--- src/rtl/hqt_pkg.sv ---
// Shared types and constants for the heat quartile threshold block.
package hqt_pkg;

   localparam int HEAT_W  = 64;
   localparam int COUNT_W = 11;

   typedef enum logic [3:0] {
      ST_LOAD,
      ST_OUTER,
      ST_KEY,
      ST_CMP,
      ST_PLACE,
      ST_RD_LOW,
      ST_RD_MID,
      ST_RD_HIGH,
      ST_CAP_HIGH,
      ST_RESULT
   } state_type;

   typedef struct packed {
      logic wr_en;
      logic rd_en;
   } mem_ctrl_type;

endpackage

--- src/rtl/hqt_seq.sv ---
// Sequencer: loads words, insertion-sorts the store with one comparator, picks quartiles.
module hqt_seq import hqt_pkg::*; #(
   parameter int MAX_ENTRIES = 1024,
   parameter int ADDR_W      = 10,
   parameter int CNT_W       = 11
) (
   input  logic                clock,
   input  logic                reset,
   input  logic                req_valid,
   output logic                req_stall,
   input  logic [HEAT_W-1:0]   req_heat,
   input  logic                req_carries_heat,
   input  logic                req_is_last,
   output logic                rsp_valid,
   input  logic                rsp_stall,
   output logic [HEAT_W-1:0]   rsp_quartile_low,
   output logic [HEAT_W-1:0]   rsp_quartile_mid,
   output logic [HEAT_W-1:0]   rsp_quartile_high,
   output logic [COUNT_W-1:0]  rsp_entries_used,
   output mem_ctrl_type        mem_ctrl,
   output logic [ADDR_W-1:0]   mem_wr_addr,
   output logic [HEAT_W-1:0]   mem_wr_data,
   output logic [ADDR_W-1:0]   mem_rd_addr,
   input  logic [HEAT_W-1:0]   mem_rd_data
);

   state_type                 state_ff, state_in;
   logic [CNT_W-1:0]          count_ff, count_in;
   logic [CNT_W-1:0]          i_ff, i_in;
   logic [ADDR_W-1:0]         j_ff, j_in;
   logic signed [HEAT_W-1:0]  key_ff, key_in;
   logic [HEAT_W-1:0]         q_low_ff, q_low_in;
   logic [HEAT_W-1:0]         q_mid_ff, q_mid_in;
   logic [HEAT_W-1:0]         q_high_ff, q_high_in;

   logic                      accept;
   logic                      room;
   logic                      key_less;
   logic [CNT_W-1:0]          pos_low;
   logic [CNT_W-1:0]          pos_mid;
   logic [CNT_W+1:0]          three_n;
   logic [CNT_W-1:0]          pos_high;

   assign accept   = req_valid && !req_stall;
   assign room     = count_ff < CNT_W'(MAX_ENTRIES);
   assign key_less = key_ff < $signed(mem_rd_data);

   // n*25/100 = n/4, n*50/100 = n/2, n*75/100 = 3n/4, all floored
   assign pos_low  = count_ff >> 2;
   assign pos_mid  = count_ff >> 1;
   assign three_n  = {2'b00, count_ff} + {1'b0, count_ff, 1'b0};
   assign pos_high = three_n[CNT_W+1:2];

   always_comb begin
      state_in = state_ff;
      unique case (state_ff)
         ST_LOAD: begin
            if (accept && req_is_last) begin
               state_in = ST_OUTER;
            end
         end
         ST_OUTER: begin
            if (i_ff >= count_ff) begin
               state_in = (count_ff == '0) ? ST_RESULT : ST_RD_LOW;
            end else begin
               state_in = ST_KEY;
            end
         end
         ST_KEY: state_in = ST_CMP;
         ST_CMP: begin
            if (!key_less || j_ff <= ADDR_W'(1)) begin
               state_in = ST_PLACE;
            end
         end
         ST_PLACE:    state_in = ST_OUTER;
         ST_RD_LOW:   state_in = ST_RD_MID;
         ST_RD_MID:   state_in = ST_RD_HIGH;
         ST_RD_HIGH:  state_in = ST_CAP_HIGH;
         ST_CAP_HIGH: state_in = ST_RESULT;
         ST_RESULT: begin
            if (!rsp_stall) begin
               state_in = ST_LOAD;
            end
         end
         default: state_in = ST_LOAD;
      endcase
   end

   always_comb begin
      count_in    = count_ff;
      i_in        = i_ff;
      j_in        = j_ff;
      key_in      = key_ff;
      q_low_in    = q_low_ff;
      q_mid_in    = q_mid_ff;
      q_high_in   = q_high_ff;
      mem_ctrl    = '0;
      mem_wr_addr = j_ff;
      mem_wr_data = key_ff;
      mem_rd_addr = '0;
      req_stall   = 1'b1;
      rsp_valid   = 1'b0;
      unique case (state_ff)
         ST_LOAD: begin
            req_stall   = 1'b0;
            mem_wr_addr = count_ff[ADDR_W-1:0];
            mem_wr_data = req_heat;
            i_in        = CNT_W'(1);
            if (accept && req_carries_heat && room) begin
               mem_ctrl.wr_en = 1'b1;
               count_in       = count_ff + CNT_W'(1);
            end
         end
         ST_OUTER: begin
            mem_rd_addr = i_ff[ADDR_W-1:0];
            j_in        = i_ff[ADDR_W-1:0];
            if (i_ff < count_ff) begin
               mem_ctrl.rd_en = 1'b1;
            end else begin
               q_low_in  = '0;
               q_mid_in  = '0;
               q_high_in = '0;
            end
         end
         ST_KEY: begin
            key_in         = $signed(mem_rd_data);
            mem_ctrl.rd_en = 1'b1;
            mem_rd_addr    = j_ff - ADDR_W'(1);
         end
         ST_CMP: begin
            // shift the larger neighbor up one slot, keep walking down
            if (key_less) begin
               mem_ctrl.wr_en = 1'b1;
               mem_wr_data    = mem_rd_data;
               j_in           = j_ff - ADDR_W'(1);
               if (j_ff > ADDR_W'(1)) begin
                  mem_ctrl.rd_en = 1'b1;
                  mem_rd_addr    = j_ff - ADDR_W'(2);
               end
            end
         end
         ST_PLACE: begin
            mem_ctrl.wr_en = 1'b1;
            i_in           = i_ff + CNT_W'(1);
         end
         ST_RD_LOW: begin
            mem_ctrl.rd_en = 1'b1;
            mem_rd_addr    = pos_low[ADDR_W-1:0];
         end
         ST_RD_MID: begin
            mem_ctrl.rd_en = 1'b1;
            mem_rd_addr    = pos_mid[ADDR_W-1:0];
            q_low_in       = mem_rd_data;
         end
         ST_RD_HIGH: begin
            mem_ctrl.rd_en = 1'b1;
            mem_rd_addr    = pos_high[ADDR_W-1:0];
            q_mid_in       = mem_rd_data;
         end
         ST_CAP_HIGH: begin
            q_high_in = mem_rd_data;
         end
         ST_RESULT: begin
            rsp_valid = 1'b1;
            if (!rsp_stall) begin
               count_in = '0;
            end
         end
         default: begin
            count_in = '0;
         end
      endcase
   end

   always_ff @(posedge clock) begin
      if (reset) begin
         state_ff <= ST_LOAD;
         count_ff <= '0;
      end else begin
         state_ff <= state_in;
         count_ff <= count_in;
      end
   end

   always_ff @(posedge clock) begin
      i_ff      <= i_in;
      j_ff      <= j_in;
      key_ff    <= key_in;
      q_low_ff  <= q_low_in;
      q_mid_ff  <= q_mid_in;
      q_high_ff <= q_high_in;
   end

   assign rsp_quartile_low  = q_low_ff;
   assign rsp_quartile_mid  = q_mid_ff;
   assign rsp_quartile_high = q_high_ff;
   assign rsp_entries_used  = COUNT_W'(count_ff);

endmodule

--- config.mk ---
export PLATFORM = sky130hd
export DESIGN_NAME = hqt_seq
export DESIGN_NICKNAME = d
export VERILOG_FILES = /design/src/rtl/hqt_pkg.sv /design/src/rtl/hqt_seq.sv
export SDC_FILE = /design/constraint.sdc
export NUM_CORES = 1
export LEC_CHECK = 0
export BUFFER_PORTS_ARGS = -buffer_cell sky130_fd_sc_hd__buf_2
export CORE_MARGIN = 4
export CORE_UTILIZATION = 49
export CTS_CLUSTER_SIZE = 16
export DETAILED_ROUTE_END_ITERATION = 10
export GPL_TIMING_DRIVEN = 1
export PLACE_DENSITY = 0.77
export SLEW_MARGIN = 20
export SYNTH_ARGS = -nofsm -noshare
export SYNTH_HDL_FRONTEND = slang
export SYNTH_SLANG_ARGS = --single-unit
--- constraint.sdc ---
create_clock -name clock -period 7.9 [get_ports clock]
set_clock_uncertainty 0.2 [all_clocks]
set_input_delay 0.79 -clock clock [delete_from_list [all_inputs] [get_ports clock]]
set_output_delay 0.79 -clock clock [all_outputs]
set_load 0.005 [all_outputs]
==> results of run 1 <==
## cell type report
cell class                 count  area share
clock buffer                  33      0.0428
antenna                        4    0.000547
tap                          390      0.0266
clock inverter                20      0.0113
sequential                   292       0.471
timing repair buffer         441       0.124
multi-input combinational    813       0.305
inverter                      90      0.0184
## registers in the layout (all words and copies together) (netlist names)
name and flops:
i_ff 11, j_ff 10, key_ff 64, rsp_entries_used 11, rsp_quartile_high 64, rsp_quartile_low 64, rsp_quartile_mid 64, state_ff 4
## report_power, final
group          internal (W)  leakage (nW)  switching [W]  total, W
combinational      0.000952          4.48        0.00161   0.00256
sequential          0.00231          2.73       0.000245   0.00256
clock              0.000840         0.478       0.000590   0.00143
## kinds of logic after synthesis
family          synth area share
compound gates             0.110
xor+xnor                  0.0241
fa+ha+maj                 0.0804
flops                      0.579
buf+inv                   0.0485
simple gates               0.157
## critical path, cell delays in order
cell and delay (ns):
buf_2 0.09, inv_1 0.09, ha_1 0.42, nand4_2 0.19, nor4_4 0.42, nand3_2 0.18, nor4_4 0.36, a211o_2 0.20
nor2_2 0.07, a211oi_4 0.70, buf_4 0.59, a221o_1 0.24, buf_2 0.14
## synth_stat cells, types with 3 or more instances
cell / number
and2_1: 65
a31oi_1: 5
nand3_1: 15
nor3b_1: 4
nor3_1: 76
dfxtp_1: 15
and3_1: 7
edfxtp_1: 277
a21o_1: 11
xor2_1: 13
nor4_1: 66
nand4_1: 11
a222oi_1: 3
a22o_1: 3
clkbuf_1: 54
nor2b_1: 3
o21ai_1: 10
a221o_1: 65
o211ai_1: 8
a22oi_1: 3
or3_1: 5
ha_1: 94
nand2_1: 66
nor2_1: 114
o221ai_1: 4
o31a_1: 3
buf_1: 8
a21oi_1: 52
inv_1: 90
a211oi_1: 7
buf_6: 13
xnor2_1: 28
o21ai_0: 33
nand2b_1: 7
o21a_1: 3
a221oi_1: 3
## metrics by stage
step / utilization / std cells / area, sq um / setup slack, ns
finish: 0.615 / 2083 / 18300 / 2.38
CTS: 0.613 / 2078 / 18300 / 2.28
global route: 0.615 / 2082 / 18300 / 2.13
detailed placement: 0.580 / 2025 / 17300 / 2.32
floorplan: - / 1271 / 14900 / 1.22
global placement: 0.580 / 2025 / 17300 / 2.38
## final timing paths
kind / startpoint / to / slack, ns
min: mem_rd_data[63] / key_ff[63] / 0.24
max reg2reg: state_ff[0] / state_ff[1] / 4.20
max: mem_rd_data[63] / mem_wr_data[53] / 2.38
min reg2reg: rsp_entries_used[0] / rsp_entries_used[0] / 0.42
## cells in the final DEF, fill, tap and decap left out, types with 4 or more instances in the layout
| cell | Yosys | layout |
|---|---|---|
| a31oi_1 | 5 | 5 |
| nor2_1 | 114 | 113 |
| or3_1 | 5 | 5 |
| bufinv_16 | 0 | 4 |
| clkinv_1 | 0 | 8 |
| nand4_1 | 11 | 11 |
| a211oi_1 | 7 | 7 |
| nor3_1 | 76 | 75 |
| nand2_1 | 66 | 64 |
| a21o_1 | 11 | 10 |
| a21oi_1 | 52 | 52 |
| xor2_1 | 13 | 13 |
| nand3_1 | 15 | 14 |
| dfxtp_1 | 15 | 13 |
| edfxtp_1 | 277 | 277 |
| nor4_1 | 66 | 65 |
| ha_1 | 94 | 94 |
| o21ai_0 | 33 | 32 |
| diode_2 | 0 | 4 |
| buf_4 | 0 | 16 |
| nor3b_1 | 4 | 4 |
| o211ai_1 | 8 | 8 |
| o221ai_1 | 4 | 4 |
| nand2b_1 | 7 | 7 |
| inv_1 | 90 | 89 |
| and3_1 | 7 | 7 |
| and2_1 | 65 | 65 |
| a221o_1 | 65 | 65 |
| o21ai_1 | 10 | 10 |
| xnor2_1 | 28 | 28 |
| buf_2 | 1 | 424 |
| clkbuf_16 | 0 | 31 |
## per-layer routing
| metal | vias to the layer above | wire [um] | GRT usage |
|---|---|---|---|
| met1 | 6012 | 18400 | 0.368 |
| met2 | 801 | 24900 | 0.510 |
| met3 | 143 | 4690 | 0.0470 |
| met4 | 4 | 2450 | 0.105 |
| met5 | - | 20 | 0 |
| li1 | 5574 | - | - |
==> metrics.md, run 1 <==
| Metric | Value |
|---|---|
| Outcome | `completed` |
| Ys flop type | `edfxtp_1` |
| Final Hold Fails | `0` |
| Post-synthesis sequential area ratio | `0.579` |
| Gp weighted congestion | `between 0.9 and 1` |
| Share of the synthesized area in the top cell type | `0.559` |
| Max Slew Vio Count | `0` |
| Largest net degree at the start of global routing | `92` |
| I/O pin cnt | `425` |
| Synth Instances | `1271` |
| Syn_nets | `1500` |
| Port bufs | `between 400 and 500` |
| Area contributors post-synth | `edfxtp_1, ha_1, a221o_1, nor2_1, nor4_1` |
| Final setup viols | `0` |
| Clk slew on worst S/H paths | `0.06 ns` |
| Leak | `7.68 nW` |
| Distinct cells, synth | `58` |
| Total of max-cap violations | `0` |
| Post-detailed-route count of antenna-violating nets | `0` |
| Area taken by multi-input logic gates | `between 5000 and 6000 sq um` |
| Final Cycle Share | `0.698` |
| Worst-path fanout max | `47` |
| Final net count | `between 1.5k and 2k` |
| Synth Warn # | `0` |
| Pwr per Cell Area | `357 nW/um^2` |
| RSZ-0062 raised after global routing | `false` |
| Crit Path Category | `in -> out` |
| Chip height | `182 um` |
| Worst Setup End Kind | `output port` |
| Layout cells sized above 1 | `0.301` |
| DP Wirelength | `approximately 36 mm` |
| Global route overflow | `0` |
| Drt pass-1 iters | `7` |
| CTS root buffer | `clkbuf_16` |
| Area grow syn2layout | `23.1%` |
| Insertion delay to the later sink of the worst-skew pair | `~0.55 ns` |
| Hold path depth | `1` |
| # resized after CTS | `0` |
| Total Power | `0.00654 W` |
| Number of flops mapped to enable cells by yosys | `about 280` |
| Worst reg2reg path depth | `7` |
| Core box area | `29800 sq um` |
| Setup TNS | `0 ns` |
| Row cnt | `63` |
| Initial DRC count | `approximately 1.3k` |
| Die W | `roughly 180 um` |
| CTS max path bufs | `3` |
| Fmax | `between 150 and 200 MHz` |
| CP Launch Type | `input port` |
| Crit path required time | `6.91 ns` |
| CTS Sinks | `about 290` |
| Fillers | `roughly 2.4k` |
| Post-synthesis async set-or-reset flop share | `0` |
| Crit path arrival time | `approximately 4.5 ns` |
| Rel. slew slack | `0.231` |
| Initial antenna violation count | `5` |
| Initial core utilization | `0.499` |
| Tmin final | `5.52 ns` |
| Wirelength, routed | `50.4 mm` |
| Slew @ Worst Pin | `~1.1 ns` |
| Vias in the first global route | `12.2k` |
| Hold Crit Class | `in -> reg` |
| Mapped Area | `between 10000 and 15000 sq um` |
| # DRC | `0` |
| Die area | `33200 sq um` |
| Post-CTS Setup Inserts | `0` |
| Total GRT Usage | `0.292` |
| Synthesized flop and latch total | `292` |
| DR vias/cell | `between 6 and 7` |
| Inserted Clock Buffers | `30` |
| Hold buffers post-CTS | `0` |
| Register area | `8620 sq um` |
| CTS tree | `done` |
| Max VDD drop | `0.000289 V` |
| Worst hold slack | `0.236 ns` |
| Syn Area/Cell | `about 12 sq um` |
| Vias | `about 13k` |
| Leading area contributor after synthesis | `edfxtp_1` |
| WL/cell | `24.2 um` |
| CTS HTree Levels | `1` |
| First-pass GRT wire length | `74.8 mm` |
Note: power is estimated with default switching activity, not from simulation.
==> run 2: changes to the inputs <==
ABC_AREA = 1   (was default)
CORE_UTILIZATION = 48   (was 49)
PLACE_DENSITY = 0.78   (was 0.77)
clock period = 5.05 ns   (was 7.9 ns; I/O delays follow)
==> run 2 against run 1 <==
Against the previous run: the flow now finishes with violations (design-rule violations); clock-buffer cell count up 5; combinational power up 90%; clock power up 62%; worst setup slack worse by 2.1 ns; register-to-register slack worse by 2.7 ns; worst hold slack worse by 0.094 ns.
==> metrics.md, run 2 <==
| Metric | Value |
|---|---|
| Outcome | `finished with violations` |
| Failing checks | `design-rule violations` |
| Hold Crit Class | `in -> reg` |
| I/O pin cnt | `425 (unchanged)` |
| Vias in the first global route | `14.7k (+21%)` |
| Area contributors post-synth | `edfxtp_1, nand2_1, ha_1, inv_1, nor2_1` |
| Synth top cells by count | `nand2_1, edfxtp_1, inv_1` |
| Share of the synthesized area in the top cell type | `0.528 (-0.0311)` |
| Worst reg2reg path depth | `15 (+8)` |
| Insertion delay to the later sink of the worst-skew pair | `0.58 ns (+0.03 ns)` |
| Port bufs | `424 (unchanged)` |
| Pwr per Cell Area | `567 nW/um^2 (+59%)` |
| CTS HTree Levels | `1 (unchanged)` |
| Crit path arrival time | `4.03 ns (-0.50 ns)` |
| Syn_nets | `1977 (+32%)` |
| Max VDD drop | `0.000518 V (+79%)` |
| Gp weighted congestion | `0.967 (-2.1%)` |
| CTS max path bufs | `3 (unchanged)` |
| Die W | `189 um (+3.8%)` |
| Design Area, Final | `19900 sq um (+8.9%)` |
| CP Launch Type | `input port` |
| Syn Area/Cell | `9.01 sq um (-23%)` |
| Worst Setup End Kind | `output port` |
| R2r endpoint | `j_ff[2]` |
| Max Slew Vio Count | `0 (unchanged)` |
| DP Wirelength | `38.7 mm (+6.9%)` |
| Inserted Clock Buffers | `31 (+3.3%)` |
| Switching Fraction | `0.410 (+0.0367)` |
| Logic pwr share | `0.431 (+0.040)` |
| # DRC | `1 (+1)` |
| Largest net degree at the start of global routing | `76 (-17%)` |
| Clk slew on worst S/H paths | `0.06 ns (about the same)` |
| WL/cell | `20.5 um (-15%)` |
| Final Hold Fails | `0 (unchanged)` |
| Synthesized flop and latch total | `292 (unchanged)` |
| Critical Path Source | `mem_rd_data[61]` |
| Tmin final | `4.74 ns` |
| Synth Instances | `1748 (+38%)` |
| Die area | `35800 sq um (+7.7%)` |
| NetSw | `0.00463 W (+90%)` |
| Rel. slew slack | `0.270 (+0.0390)` |
| Initial core utilization | `0.485 (-0.0139)` |
| Post-synthesis async set-or-reset flop share | `0 (unchanged)` |
| Commonest non-fill, non-tap cell in the layout | `buf_2` |
| Commonest cells after routing, fill and taps aside | `buf_2, nand2_1, edfxtp_1` |
| Slew @ Worst Pin | `1.10 ns (-0.0480 ns)` |
| Initial antenna violation count | `1 (-4)` |
| Worst-path fanout max | `9 (-81%)` |
| Total of max-cap violations | `0 (unchanged)` |
| Chip height | `189 um (+3.8%)` |
| Wirelength, routed | `55.0 mm (+9.0%)` |
| Mapped Area | `15700 sq um (+5.9%)` |
| Drt pass-1 iters | `8 (+1)` |
| Leak | `9.42 nW (+23%)` |
| Post-detailed-route count of antenna-violating nets | `0 (unchanged)` |
| Most common cell in the netlist | `nand2_1` |
| Synth Warn # | `0 (unchanged)` |
| Setup TNS | `0 ns (unchanged)` |
| Leading area contributor after synthesis | `edfxtp_1` |
| Total GRT Usage | `0.295 (+0.00322)` |
| Setup WS pre-CTS | `0.635 ns (-1.68 ns)` |
| Final Cycle Share | `0.938` |
| Post-synthesis sequential area ratio | `0.547 (-0.0322)` |
| First-pass GRT wire length | `82.6 mm (+10%)` |
| Final net count | `2448 (+29%)` |
| Crit path required time | `4.35 ns (-2.56 ns)` |
| DR vias/cell | `5.50 (-8.6%)` |
| Post-CTS Setup Inserts | `0 (unchanged)` |
| CTS tree | `done` |
| Internal | `0.00667 W (+63%)` |
| RSZ-0062 raised after global routing | `false` |
| Area grow syn2layout | `26.7%` |
| Fin worst setup slack | `0.313 ns (-2.07 ns)` |
| CTS root buffer | `clkbuf_16` |
| CP Capture Point | `mem_rd_addr[1]` |
| CTS Sinks | `292 (unchanged)` |
| Core box area | `32500 sq um (+8.9%)` |
| Initial DRC count | `1333 (+3.7%)` |
| Crit Path Category | `in -> out` |
| Number of flops mapped to enable cells by yosys | `277 (unchanged)` |
| Clock power frac | `0.205 (-0.014)` |
| Reg power frac | `0.364 (-0.027)` |
| Global route overflow | `0 (unchanged)` |
| R2R Setup Slk | `1.54 ns (-2.66 ns)` |
| Start of the worst register-to-register path | `key_ff[35]` |
| Row cnt | `66 (+4.8%)` |
| Final setup viols | `0 (unchanged)` |
| Vias | `14.8k (+18%)` |
| Distinct cells, synth | `45 (-22%)` |
| Placed inst area | `18300 sq um (+5.6%)` |
| Ys flop type | `edfxtp_1` |
| Fmax | `211 MHz` |
| Layout cells sized above 1 | `0.234 (-0.0664)` |
==> run 2: cell types whose count changed after synthesis, moves of 13 or more <==
cell,before,now
o21ai_0,33,120
inv_1,90,269
xnor2_1,28,4
nor4_1,66,6
nand3_1,15,92
a21oi_1,52,75
a221o_1,65,0
nor3_1,76,13
clkbuf_1,54,41
and2_1,65,0
nand2_1,66,373
nor2_1,114,250
nand2_2,0,22
==> run 2: layout make-up <==
class	count	area [sq um]
multi-input cells	1120	5830
clock buffers	38	802
inverters	276	1040
fillers	2714	12500
diodes	1	2.50
repair buffers	498	2880
flip-flops and latches	292	8620
clock inverters	20	220
well taps	442	553
==> run 2: worst min path at each step <==
stage | start | endpoint | depth (start not counted)
finish | rsp_stall | state_ff[3] | 5
global route | rsp_stall | state_ff[3] | 5
CTS | rsp_stall | state_ff[3] | 5
detailed placement | rsp_entries_used[7] | rsp_entries_used[7] | 1
global placement | rsp_entries_used[7] | rsp_entries_used[7] | 1
floorplan | rsp_entries_used[6] | rsp_entries_used[6] | 1
==> run 2: logic make-up after synthesis <==
group | count (synthesis) | synth area share
AND/OR/NAND/NOR | 780 | 0.204
buffers and inverters | 336 | 0.0853
flip-flops | 292 | 0.547
AO/OA/AOI/OAI | 230 | 0.0788
adder cells (fa/ha/maj) | 95 | 0.0760
XOR/XNOR | 15 | 0.00834
==> run 2: routing by layer <==
metal / part of all wire / GRT usage / up-vias
met3: 0.099 / 0.0599 / 174
met5: 0 / 0 / -
met4: 0.051 / 0.136 / 0
li1: - / - / 6685
met2: 0.47 / 0.496 / 965
met1: 0.38 / 0.369 / 6947
==> run 2: power by group through the flow <==
stage / clock, W / combinational, W / sequential [W]
finish: 0.00231 / 0.00487 / 0.00412
global route: 0.00243 / 0.00535 / 0.00417
CTS: 0.00234 / 0.00482 / 0.00411
detailed placement: 0 / 0.00476 / 0.00415
global placement: 0 / 0.00468 / 0.00413
floorplan: 0 / 0.00248 / 0.00414
==> run 2: through the flow <==
step / hold slack (ns) / total power (W) / instances / utilization
floorplan: 0.300 / 0.00662 / 1748 / -
global placement: 0.332 / 0.00881 / 2563 / 0.562
detailed placement: 0.361 / 0.00891 / 2563 / 0.562
CTS: 0.115 / 0.0113 / 2686 / 0.614
global route: 0.166 / 0.0120 / 2687 / 0.615
finish: 0.142 / 0.0113 / 2687 / 0.615
==> run 2: timing repair <==
item	4_1_cts	5_1_grt
setup endpoints to repair	0	70
hold endpoints to repair	68	0
gates resized for setup	0	7
hold buffers	65	0
==> run 2: critical path: stages <==
cell and delay (ns):
dlygate4sd3_1 0.57, buf_2 0.14, inv_1 0.19, ha_1 0.29
a21oi_1 0.16, o21ai_0 0.08, a21oi_1 0.28, nand2_1 0.09
a21oi_1 0.33, nand2_1 0.13, nand2_1 0.13, nand4_1 0.47
o21ai_1 0.45, buf_2 0.18
